`config.mk`:
```
export PLATFORM = sky130hd
export DESIGN_NAME = circular_id_allocator_top
export DESIGN_NICKNAME = d
export VERILOG_FILES = /design/src/design/cia_pkg.sv /design/src/design/cia_ctrl.sv /design/src/design/cia_datapath.sv /design/src/design/circular_id_allocator_top.sv
export SDC_FILE = /design/constraint.sdc
export NUM_CORES = 1
export LEC_CHECK = 0
export ABC_AREA = 1
export BUFFER_PORTS_ARGS = -buffer_cell sky130_fd_sc_hd__buf_4
export CORE_UTILIZATION = 48
export DETAILED_ROUTE_END_ITERATION = 10
export GPL_ROUTABILITY_DRIVEN = 0
export PLACE_DENSITY = 0.63
export SYNTH_ARGS = -nofsm -noshare
export SYNTH_HDL_FRONTEND = slang
export SYNTH_SLANG_ARGS = --single-unit
```
`constraint.sdc`:
```
create_clock -name clk -period 2.4 [get_ports clk]
set_input_delay 0.24 -clock clk [delete_from_list [all_inputs] [get_ports clk]]
set_output_delay 0.24 -clock clk [all_outputs]
set_load 0.02 [all_outputs]
```
`src/design/cia_pkg.sv`:
```
// shared types and codes for the circular identifier allocator
package cia_pkg;

    localparam logic CMD_ALLOC = 1'b0;
    localparam logic CMD_FREE  = 1'b1;

    typedef enum logic [1:0] {
        STAT_OK        = 2'd0,
        STAT_EXHAUSTED = 2'd1,
        STAT_NOT_BUSY  = 2'd2
    } status_t;

    typedef struct packed {
        logic       cmd;
        logic [4:0] id_to_free;
    } req_t;

    typedef struct packed {
        logic [4:0] granted_id;
        status_t    status;
    } rsp_t;

    typedef enum logic [1:0] {
        FSM_IDLE,
        FSM_SCAN,
        FSM_FREE
    } fsm_state_t;

    // controller to datapath
    typedef struct packed {
        logic load;
        logic step;
        logic grant;
        logic exhaust;
        logic free_done;
    } dp_ctrl_t;

    // datapath to controller
    typedef struct packed {
        logic probe_busy;
        logic last_try;
    } dp_stat_t;

endpackage

```
`src/design/cia_ctrl.sv`:
```
// controller state machine for the circular identifier allocator
module cia_ctrl (
    input  logic                clk,
    input  logic                rst_n,
    input  logic                start,
    input  logic                cmd,
    input  cia_pkg::dp_stat_t   stat,
    output cia_pkg::dp_ctrl_t   ctrl,
    output logic                busy
);

    cia_pkg::fsm_state_t state_reg;
    cia_pkg::fsm_state_t state_next;

    always_ff @(posedge clk or negedge rst_n)
    begin
        if (!rst_n)
        begin
            state_reg <= cia_pkg::FSM_IDLE;
        end
        else
        begin
            state_reg <= state_next;
        end
    end

    always_comb
    begin
        state_next = state_reg;
        unique case (state_reg)
            cia_pkg::FSM_IDLE:
            begin
                if (start)
                begin
                    state_next = (cmd == cia_pkg::CMD_FREE) ? cia_pkg::FSM_FREE
                                                            : cia_pkg::FSM_SCAN;
                end
            end
            cia_pkg::FSM_SCAN:
            begin
                if (!stat.probe_busy || stat.last_try)
                begin
                    state_next = cia_pkg::FSM_IDLE;
                end
            end
            cia_pkg::FSM_FREE:
            begin
                state_next = cia_pkg::FSM_IDLE;
            end
            default:
            begin
                state_next = cia_pkg::FSM_IDLE;
            end
        endcase
    end

    always_comb
    begin
        ctrl = '0;
        busy = 1'b1;
        unique case (state_reg)
            cia_pkg::FSM_IDLE:
            begin
                busy      = 1'b0;
                ctrl.load = start;
            end
            cia_pkg::FSM_SCAN:
            begin
                if (!stat.probe_busy)
                begin
                    ctrl.grant = 1'b1;
                end
                else if (stat.last_try)
                begin
                    ctrl.exhaust = 1'b1;
                end
                else
                begin
                    ctrl.step = 1'b1;
                end
            end
            cia_pkg::FSM_FREE:
            begin
                ctrl.free_done = 1'b1;
            end
            default:
            begin
                busy = 1'b1;
            end
        endcase
    end

endmodule

```
`src/design/cia_datapath.sv`:
```
// busy map, next pointer, scan candidate and result register
module cia_datapath #(
    parameter int NUM_IDS = 32
) (
    input  logic                clk,
    input  logic                rst_n,
    input  cia_pkg::req_t       req,
    input  cia_pkg::dp_ctrl_t   ctrl,
    output cia_pkg::dp_stat_t   stat,
    output logic                done,
    output cia_pkg::rsp_t       result
);

    localparam int IDW = (NUM_IDS > 2) ? $clog2(NUM_IDS) : 1;
    localparam int CW  = (IDW > 5) ? IDW : 5;
    localparam logic [IDW-1:0] LAST_ID = IDW'(NUM_IDS - 1);

    logic [NUM_IDS-1:0] busy_map_reg;
    logic [IDW-1:0]     next_ptr_reg;
    logic [IDW-1:0]     cand_reg;
    logic [IDW-1:0]     count_reg;
    logic [4:0]         free_id_reg;
    logic               done_reg;
    cia_pkg::rsp_t      rsp_reg;

    logic [CW-1:0]      free_ext;
    logic [CW-1:0]      cand_ext;
    logic               free_in_range;
    logic [IDW-1:0]     free_idx;
    logic [IDW-1:0]     cand_wrap;
    logic               free_busy;

    assign free_ext      = CW'(free_id_reg);
    assign cand_ext      = CW'(cand_reg);
    assign free_in_range = free_ext <= CW'(NUM_IDS - 1);
    assign free_idx      = free_in_range ? free_ext[IDW-1:0] : '0;
    assign free_busy     = free_in_range && busy_map_reg[free_idx];
    assign cand_wrap     = (cand_reg == LAST_ID) ? '0 : cand_reg + 1'b1;

    // scan probes the candidate
    assign stat.probe_busy = busy_map_reg[cand_reg];
    assign stat.last_try   = (count_reg == LAST_ID);

    always_ff @(posedge clk or negedge rst_n)
    begin
        if (!rst_n)
        begin
            busy_map_reg <= '0;
            next_ptr_reg <= '0;
            done_reg     <= 1'b0;
        end
        else
        begin
            done_reg <= ctrl.grant | ctrl.exhaust | ctrl.free_done;
            if (ctrl.grant)
            begin
                busy_map_reg[cand_reg] <= 1'b1;
                next_ptr_reg           <= cand_wrap;
            end
            if (ctrl.free_done && free_busy)
            begin
                busy_map_reg[free_idx] <= 1'b0;
                if (free_idx < next_ptr_reg)
                begin
                    next_ptr_reg <= free_idx;
                end
            end
        end
    end

    always_ff @(posedge clk)
    begin
        if (ctrl.load)
        begin
            free_id_reg <= req.id_to_free;
            cand_reg    <= next_ptr_reg;
            count_reg   <= '0;
        end
        else if (ctrl.step)
        begin
            cand_reg  <= cand_wrap;
            count_reg <= count_reg + 1'b1;
        end

        if (ctrl.grant)
        begin
            rsp_reg.granted_id <= cand_ext[4:0];
            rsp_reg.status     <= cia_pkg::STAT_OK;
        end
        else if (ctrl.exhaust)
        begin
            rsp_reg.granted_id <= '0;
            rsp_reg.status     <= cia_pkg::STAT_EXHAUSTED;
        end
        else if (ctrl.free_done)
        begin
            rsp_reg.granted_id <= '0;
            rsp_reg.status     <= free_busy ? cia_pkg::STAT_OK : cia_pkg::STAT_NOT_BUSY;
        end
    end

    assign done   = done_reg;
    assign result = rsp_reg;

endmodule

```
`src/design/circular_id_allocator_top.sv`:
```
// top level of the circular identifier allocator
//
//   channel   signals            direction  handshake
//   request   start, busy, req   in         taken when start high and busy low
//   result    done, result       out        one-cycle strobe, no back-pressure
//
// an allocate probes k identifiers (1 to NUM_IDS) in the one-probe-per-cycle
// scan of the busy map; a free needs no scan;
// busy stays high until the result strobes
// reset clears the busy map and the next pointer at once, no sweep
// results cannot be stalled, so no request is held waiting on the output
module circular_id_allocator_top #(
    parameter int NUM_IDS = 32
) (
    input  logic            clk,
    input  logic            rst_n,
    input  logic            start,
    input  cia_pkg::req_t   req,
    output logic            busy,
    output logic            done,
    output cia_pkg::rsp_t   result
);

    cia_pkg::dp_ctrl_t ctrl;
    cia_pkg::dp_stat_t stat;

    cia_ctrl u_ctrl (
        .clk   (clk),
        .rst_n (rst_n),
        .start (start),
        .cmd   (req.cmd),
        .stat  (stat),
        .ctrl  (ctrl),
        .busy  (busy)
    );

    cia_datapath #(
        .NUM_IDS (NUM_IDS)
    ) u_dp (
        .clk    (clk),
        .rst_n  (rst_n),
        .req    (req),
        .ctrl   (ctrl),
        .stat   (stat),
        .done   (done),
        .result (result)
    );

endmodule

```
== Word-level counts from Yosys, hierarchy flattened ==
Cells that the tools add are included.

* Add/subtract/negate cells: 2
* Multiply operators: 0
* Div/mod/pow operators: 0
* Magnitude comparators: 6
* Equality and inequality tests: 6
* Shift-type cells: 0
* Mux-type cells: 34
* Bitwise operators: 5
* Reduce and logical (&&, ||, !) cells: 12

{| class="wikitable"
|+ Operators with widths
! operator !! number
|-
| $mux 32 || 2
|-
| $mux 5 || 7
|-
| $and 32x32->32 || 1
|-
| $not 32->32 || 1
|-
| $or 32x32->32 || 1
|-
| $mux 7 || 3
|-
| $lt 5x6->1 const B || 2
|-
| $mux 1 || 12
|-
| $add 5x1->5 const B || 2
|-
| $bmux 1 s5 || 2
|-
| $demux 1 s5 || 2
|-
| $eq 5x5->1 const B || 2
|-
| $ge 5x1->1 const B || 2
|-
| $mux 2 || 4
|-
| $le 5x5->1 const B || 1
|-
| $lt 5x5->1 || 1
|-
| $logic_and 1x1->1 || 4
|-
| $pmux 2 s2 || 1
|-
| $reduce_bool 2->1 || 2
|-
| $mux 3 || 1
|-
| $reduce_bool 3->1 || 1
|-
| $eq 2x1->1 const B || 1
|-
| $eq 2x2->1 const B || 1
|-
| $logic_not 2->1 || 1
|-
| other kinds (7) || 8
|}

* Flip-flop bits (word level): 62
* Bits in latches: 0
* Bits in writable memories: 0
* Bits in read-only memories: 0
* Output and inout bits: 9
* Memories: 0

== Depth between registers and ports, before layout ==
Gate-level depths: netlist of run 1.

* Depth in word-level cells: 9
* Gate-level depth with buffers: 14
* Depth with buffers taken out: 13

== By module ==
A second synthesis of run 1 with hierarchy kept.

* Cell total of the unflattened synthesis: 640
* Area, all modules: 4241.6 µm²

{| class="wikitable"
|+ By module, submodules not included
! module !! instances !! cells an instance !! area each (µm²) !! seq. area each (µm²)
|-
| cia_datapath || 1 || 618 || 4107.7 || 1541.5
|-
| cia_ctrl || 1 || 22 || 133.9 || 50.0
|}

== Worst setup path after synthesis of run 1 ==
OpenSTA, ideal clock, no wires.

* Path type: reg2reg
* Start point: register u_dp.cand_reg[0] (netlist: u_dp.cand_ext[0])
* End point: register u_dp.rsp_reg, in the netlist u_dp.result[2] (enable)
* Arrival time: 1.679 ns
* Required time: 2.082 ns
* Slack: 0.402 ns
* Stages on the path, launching flop included: 13
* Buffers on the path: 3
* Clock period less this slack: 1.998 ns
* Path through: edfxtp_1 -> buf_6 -> clkinv_4 -> buf_6 -> nand2_1 -> nand3_1 -> nand2_1 -> nand2_1 -> nand2_1 -> nor2_8 -> nand3_4 -> buf_6 -> nand3_1

* Word-level cells in the longest chain between the ends: 5
* Elaborated cells on any way between the ends: 6

{| class="wikitable"
|+ RTL lines
! item !! RTL line !! RTL
|-
| start: declaration || cia_datapath.sv:20 || <nowiki>logic [IDW-1:0] cand_reg;</nowiki>
|-
| start signal: assignment || cia_datapath.sv:76 || <nowiki>cand_reg <= next_ptr_reg;</nowiki>
|-
| start signal: assignment || cia_datapath.sv:81 || <nowiki>cand_reg <= cand_wrap;</nowiki>
|-
| $bmux 1 s5 (*) || cia_datapath.sv:41 || <nowiki>assign stat.probe_busy = busy_map_reg[cand_reg];</nowiki>
|-
| $mux 1 (not written as such) (*) || cia_datapath.sv:41 ||
|-
| $mux 1 || cia_ctrl.sv:69 || <nowiki>if (!stat.probe_busy)</nowiki>
|-
| $mux 3 (*) || cia_ctrl.sv:61 || <nowiki>unique case (state_reg)</nowiki>
|-
| $reduce_bool 3->1 (no source line) (*) || n/a ||
|-
| end: declaration || cia_datapath.sv:24 || <nowiki>cia_pkg::rsp_t rsp_reg;</nowiki>
|}

Mark *: on every way between the ends. The rest lies on a longest branch, timed or not. The select of a mux whose other input is x is not followed.
A chain may end at the register's enable or synchronous reset.

== Final worst setup path of run 1 ==
* Start point: register u_dp.free_id_reg[0] (netlist: u_dp.free_ext[0])
* End point: register u_dp.next_ptr_reg[1]

* Word-level cells in the longest chain between the ends: 7
* Elaborated cells on any way between the ends: 9

{| class="wikitable"
|+ RTL lines
! item !! RTL line !! RTL
|-
| start: declaration || cia_datapath.sv:22 || <nowiki>logic [4:0] free_id_reg;</nowiki>
|-
| start signal: assignment || cia_datapath.sv:75 || <nowiki>free_id_reg <= req.id_to_free;</nowiki>
|-
| $le 5x5->1 || cia_datapath.sv:35 || <nowiki>assign free_in_range = free_ext <= CW'(NUM_IDS - 1);</nowiki>
|-
| $mux 5 || cia_datapath.sv:36 || <nowiki>assign free_idx = free_in_range ? free_ext[IDW-1:0] : '0;</nowiki>
|-
| $bmux 1 s5 || cia_datapath.sv:37 || <nowiki>assign free_busy = free_in_range && busy_map_reg[free_idx];</nowiki>
|-
| $mux 1 (not written as such) || cia_datapath.sv:37 ||
|-
| $logic_and 1x1->1 || cia_datapath.sv:37 ||
|-
| $logic_and 1x1->1 || cia_datapath.sv:60 || <nowiki>if (ctrl.free_done && free_busy)</nowiki>
|-
| $mux 5 (*) || cia_datapath.sv:60 ||
|-
| end signal: assignment || cia_datapath.sv:58 || <nowiki>next_ptr_reg <= cand_wrap;</nowiki>
|-
| end signal: assignment || cia_datapath.sv:65 || <nowiki>next_ptr_reg <= free_idx;</nowiki>
|-
| end: declaration || cia_datapath.sv:19 || <nowiki>logic [IDW-1:0] next_ptr_reg;</nowiki>
|}

Marked as above.

==> flow_summary.json, run 1 <==
{
  "grt_pass1_wl_mm": 17.4,
  "crit_path_end_kind": "flop",
  "r2r_start": "u_dp.free_ext[0]$_DFFE_PP_",
  "p_leak_nw": 2.34,
  "tightest_slew_ns": 0.519,
  "tritoncts": "built",
  "ys.flop_type": "dfrtp_1",
  "total_power_mw": 5.75,
  "internal_power_mw": 3.04,
  "synth_edf_count": 15,
  "drt-initial-drc-count": 214,
  "crit_start": "u_dp.free_ext[0]$_DFFE_PP_",
  "dieArea_um2": 8830,
  "fin_nets": 639,
  "cp.arrival_ns": 2.49,
  "syn_inst": 590,
  "fmax_mhz": 452,
  "yosysSeqAreaShare": 0.392,
  "grt_remaining_overflow": 0,
  "clk_pin_slew_worst_paths_ns": 0.07,
  "numCtsBuffers": 9,
  "wire_per_inst_um": 14.4,
  "die_h_um": 94.0,
  "synth_cell_types": 32,
  "rsz0062_at_grt": "no",
  "switching_share": 0.472,
  "synth.top_cell.area_share": 0.247,
  "p_sw_mw": 2.72,
  "hold_viol_final": 0,
  "relSlewSlack": 0.654,
  "period_minus_slack_ns": 2.21,
  "drc": 0,
  "cp_top_family": "simple AND/OR/NAND/NOR gates",
  "clk_path_buf_depth": 2,
  "placed_cells": 711,
  "cp_max_fo": 10,
  "hold_path_class": "input port to flop",
  "wl_mm": 10.6,
  "holdCritStartpoint": "req[0]",
  "synthArstFlopShare": 0.645,
  "cp_num_buf_inv": 2,
  "pwr-share-comb": 0.535,
  "clock_latency_ns": 0.34,
  "ys_warn_count": 0,
  "netlist.top_cell.by_area": "dfrtp_1",
  "ys_seq_elements": 62,
  "drt_first_pass_iters": 7,
  "synth_common_cells": "nand2_1 (232), inv_1 (90), dfrtp_1 (40), o21ai_1 (35), nor2_1 (29)",
  "final_cells": 731,
  "largest_reg_flops": 32,
  "syn_avg_cell_area_um2": 6.88,
  "synth.top_cells.by_area": "dfrtp_1 (25%), nand2_1 (21%), edfxtp_1 (11%), inv_1 (8.3%), o21ai_1 (4.3%)",
  "numPortBuffers": 17,
  "crit_top_cell": "nor2_1",
  "cpPeakStageDelay_ns": 0.49,
  "crit_chain": "buf_4 -> nand2_2 -> o21ai_0 -> nor2_1 -> nor2_1 -> nor2_1 -> nand4_1 -> inv_2 -> nand2_1 -> nand2_1",
  "layout-drive-gt1-share": 0.142,
  "viasPerCell": 5.17,
  "syn_to_final_growth_pct": 12.5,
  "finalSetupViolCount": 0,
  "clock-root-buffer": "clkbuf_8",
  "io_pins": 18,
  "clock_power_share": 0.153,
  "slew_viol_final": 0,
  "finalSetupTns_ns": 0,
  "ant_nets": 0,
  "p_per_area_nw_per_um2": 1260,
  "vias": 3776,
  "final.period_utilization": 0.922,
  "htreeDepth": 3,
  "start_kind": "flop",
  "clock_skew_ns": 0.00947,
  "grt_pass1_vias": 3705,
  "syn_nets": 608,
  "ir_drop_uv": 544,
  "antenna_found_initial": 0,
  "n_fill_cell": 828,
  "status": "finished, final reports clean",
  "grt.total_usage": 0.259,
  "cts_resized": 0,
  "clkSinkCount": 62,
  "critPathKind": "flop to flop",
  "num_antenna_cells": 0,
  "seqPwrFrac": 0.313,
  "die-width_um": 94.0,
  "rows": 33,
  "cp_slowest_cell": "edfxtp_1",
  "max-cap-violations": 0,
  "grt_start_max_net_pins": 41,
  "synth_area_um2": 4060,
  "initial_core_util": 0.494,
  "core_um2": 8220,
  "synth_most_common_cell": "nand2_1",
  "dpl.hpwl_mm": 7.85,
  "cp.required_ns": 2.68
}
==> metrics by stage <==
step / area, um2 / utilization / setup slack, ns / hold WS, ns
6_report: 4570 / 0.556 / 0.187 / 0.0722
3_5_place_dp: 4340 / 0.528 / 0.152 / 0.256
3_3_place_gp: 4340 / 0.528 / 0.164 / 0.250
2_1_floorplan: 4060 / - / 0.402 / -0.0556
5_1_grt: 4570 / 0.556 / 0.0613 / 0.0532
4_1_cts: 4530 / 0.552 / 0.141 / 0.0589
==> repair_timing <==
action,CTS,global route
hold endpoints to repair,40,0
endpoints found under the setup margin,0,10
buffers inserted,0,3
hold buffers,1,0
==> power by group through the flow <==
stage / clock network, mW / registers [mW] / logic, mW
3_5_place_dp: 0 / 1.82 / 3.01
5_1_grt: 0.953 / 1.85 / 3.41
4_1_cts: 0.905 / 1.80 / 3.02
3_3_place_gp: 0 / 1.80 / 2.99
6_report: 0.879 / 1.80 / 3.08
2_1_floorplan: 0 / 1.78 / 2.20
==> path summary, 6_finish.rpt <==
check	cells past startpoint	slack (ns)	endpoint
hold reg to reg	2	0.46	u_dp.count_reg[3]$_SDFFE_PP0P_
setup reg to reg	10	0.19	u_dp.next_ptr_reg[1]$_DFF_PN0_
setup / recovery	10	0.19	u_dp.next_ptr_reg[1]$_DFF_PN0_
max in group asynchronous	2	1.62	u_dp.busy_map_reg[25]$_DFF_PN0_
hold / removal	1	0.07	u_dp.free_ext[0]$_DFFE_PP_
min in group asynchronous	2	0.42	u_dp.busy_map_reg[0]$_DFF_PN0_
==> worst register-to-register path: cells and delay by family, from the launching register on <==
family | cells | cell delay, ns
AND/OR/NAND/NOR | 7 | 1.13
flip-flops | 1 | 0.49
AO/OA/AOI/OAI | 1 | 0.12
buffers and inverters | 2 | 0.44
==> cell families after synthesis <==
| group | after synthesis | synth area share |
|---|---|---|
| AOI/OAI and AO/OA | 62 | 0.0780 |
| and+or+nand+nor | 333 | 0.368 |
| adders and majority gates | 9 | 0.0277 |
| xor gates and xnor gates | 2 | 0.00432 |
| buffers and inverters | 122 | 0.130 |
| DFF | 62 | 0.392 |
==> layer usage <==
layer  share of wire  wire (um)  GRT usage  vias up
met5               0          0          0        -
met4           0.022        232     0.0949        0
met3           0.046        483     0.0574       22
met2            0.48       5040      0.437       99
met1            0.45       4800      0.322     1773
li1                -          -          -     1882
==> layout make-up <==
type                    count  area (um2)  share of cell area
clock buffers              11         131              0.0288
well taps                 105         131              0.0288
flip-flops and latches     62        1590               0.348
repair buffers             42         343              0.0750
inverters                 100         380              0.0833
clock inverters             5        50.0              0.0110
multi-input cells         406        1940               0.425
==> cell usage in the layout (no fill, tap or decap), types with 10 or more instances in the layout <==
cell type and n:
inv_1 90, a21oi_1 10, edfxtp_1 15, o21ai_0 15
buf_4 39, dfrtp_1 40, nor2_4 10, nand4_1 13
o21ai_1 35, nor2_1 29, nand3_1 26, nand2_1 232
(Power assumes the default switching activity.)
==> run 2, diff against run 1 <==
- PLACE_DENSITY: 0.63 -> 0.65
- clock period: 2.4 -> 1.8 ns (I/O delays scaled with it)
==> flow_summary.json, run 2 (synthesized netlist as in run 1, its figures left out) <==
{
  "status": "finished with violations",
  "violations": "negative setup slack",
  "grt.total_usage": 0.278,
  "hold_viol_final": 0,
  "cp.arrival_ns": 2.09,
  "dpl_cell_area_um2": 4730,
  "num_antenna_cells": 0,
  "placed_cells": 756,
  "design_area_um2": 5640,
  "clk_path_buf_depth": 2,
  "tritoncts": "built",
  "grt_pass1_vias": 3807,
  "n_fill_cell": 639,
  "clock_skew_ns": 0.00975,
  "hold_path_class": "input port to flop",
  "io_pins": 18,
  "numCtsBuffers": 9,
  "utilization": 0.686,
  "clock-root-buffer": "clkbuf_8",
  "rows": 33,
  "final_cells": 802,
  "max-cap-violations": 0,
  "grt_remaining_overflow": 0,
  "period_minus_slack_ns": 1.99,
  "final.period_utilization": 1.11,
  "drt_first_pass_iters": 5,
  "setup_ws_ns": -0.190,
  "ir_drop_uv": 890,
  "mostFrequentLayoutCells": "nand2_1 (216), inv_1 (89), buf_4 (86)",
  "p_leak_nw": 2.86,
  "syn_to_final_growth_pct": 38.9,
  "final_common_cell": "nand2_1",
  "fin_nets": 710,
  "r2r_setup_slack_ns": -0.19,
  "grt_pass1_wl_mm": 18.6,
  "ant_nets": 0,
  "drc": 0,
  "dieArea_um2": 8830,
  "wire_per_inst_um": 15.3,
  "htreeDepth": 3,
  "viasPerCell": 5.20,
  "die_h_um": 94.0,
  "grt_start_max_net_pins": 41,
  "wl_mm": 12.3,
  "crit_path_end_kind": "flop",
  "drt-initial-drc-count": 352,
  "vias": 4167,
  "die-width_um": 94.0,
  "slew_viol_final": 0,
  "numPortBuffers": 17,
  "finalSetupViolCount": 62,
  "total_power_mw": 10.0,
  "start_kind": "flop",
  "critPathKind": "flop to flop",
  "cp_max_fo": 10,
  "core_um2": 8220,
  "cp.required_ns": 1.90,
  "layout-drive-gt1-share": 0.319,
  "relSlewSlack": 0.644,
  "dpl.hpwl_mm": 8.11,
  "largest_reg_flops": 32,
  "clkSinkCount": 62,
  "fmax_mhz": 503,
  "initial_core_util": 0.494,
  "antenna_found_initial": 0,
  "clk_pin_slew_worst_paths_ns": 0.08,
  "clock_latency_ns": 0.35,
  "tightest_slew_ns": 0.533,
  "rsz0062_at_grt": "yes",
  "p_per_area_nw_per_um2": 1770,
  "finalSetupTns_ns": -8.49
}
==> run 2: cell count changes in the layout (fill, tap and decap cells not counted), sizes merged <==
cell         delta
dlygate4sd3     +2
buf            +64
clkbuf          +2
bufinv          +2
clkinv          +1
==> run 2: worst paths after layout <==
check / start / to / cells after the start
worst min-delay path: req[4] / u_dp.free_ext[4]$_DFFE_PP_ / 1
max in group asynchronous: rst_n / u_dp.next_ptr_reg[4]$_DFF_PN0_ / 2
min in group asynchronous: rst_n / u_dp.busy_map_reg[31]$_DFF_PN0_ / 2
worst max-delay path: u_dp.cand_ext[1]$_DFFE_PP_ / u_dp.result[3]$_DFFE_PP_ / 10
worst min register to register: u_dp.count_reg[3]$_SDFFE_PP0P_ / u_dp.count_reg[3]$_SDFFE_PP0P_ / 2
worst max register to register: u_dp.cand_ext[1]$_DFFE_PP_ / u_dp.result[3]$_DFFE_PP_ / 10
==> run 2: cell type report <==
cell class                      count  area, um2  area share
Clock inverter                      7        113      0.0200
Tap cell                          105        131      0.0233
Multi-Input combinational cell    406       2230       0.395
Timing Repair Buffer              112       1060       0.188
Inverter                          100        388      0.0688
Timing Repair inverter              1       8.76     0.00155
Clock buffer                        9        124      0.0220
Sequential cell                    62       1590       0.282
==> run 2: what timing repair did <==
action	CTS	global route
buffers inserted	16	6
pin swaps	5	28
hold buffers	1	2
gates resized for setup	31	66
endpoints found under the setup margin	63	66
gates cloned	1	4
endpoints found under the hold margin	40	2
==> run 2: through the flow <==
step | setup WS (ns) | hold WS (ns)
after floorplan | -0.113 | -0.116
after global placement | -0.144 | 0.195
after detailed placement | -0.185 | 0.196
after CTS | -0.0950 | 0.00164
after global routing | -0.290 | 0.000173
final | -0.190 | 0.00637
==> run 2: per-layer routing <==
layer  wire, um  track usage
met5          0            0
met4        267        0.103
met3        689       0.0494
met2       5970        0.470
met1       5330        0.353
==> run 2: critical path, cell delays in order, from the launching register on <==
cell and delay [ns]:
edfxtp_1 0.49, inv_2 0.28, nand3_1 0.14, nand2_1 0.13, nand2_2 0.07, nand2_2 0.12
nor2_8 0.05, nand3_4 0.07, buf_12 0.17, clkbuf_16 0.18, nor2_1 0.04
==> run 2: report_power, final <==
part | switching (mW) | internal, mW
logic | 3.51 | 2.62
clock network | 0.593 | 0.913
registers | 0.335 | 2.04
total | 4.43 | 5.57
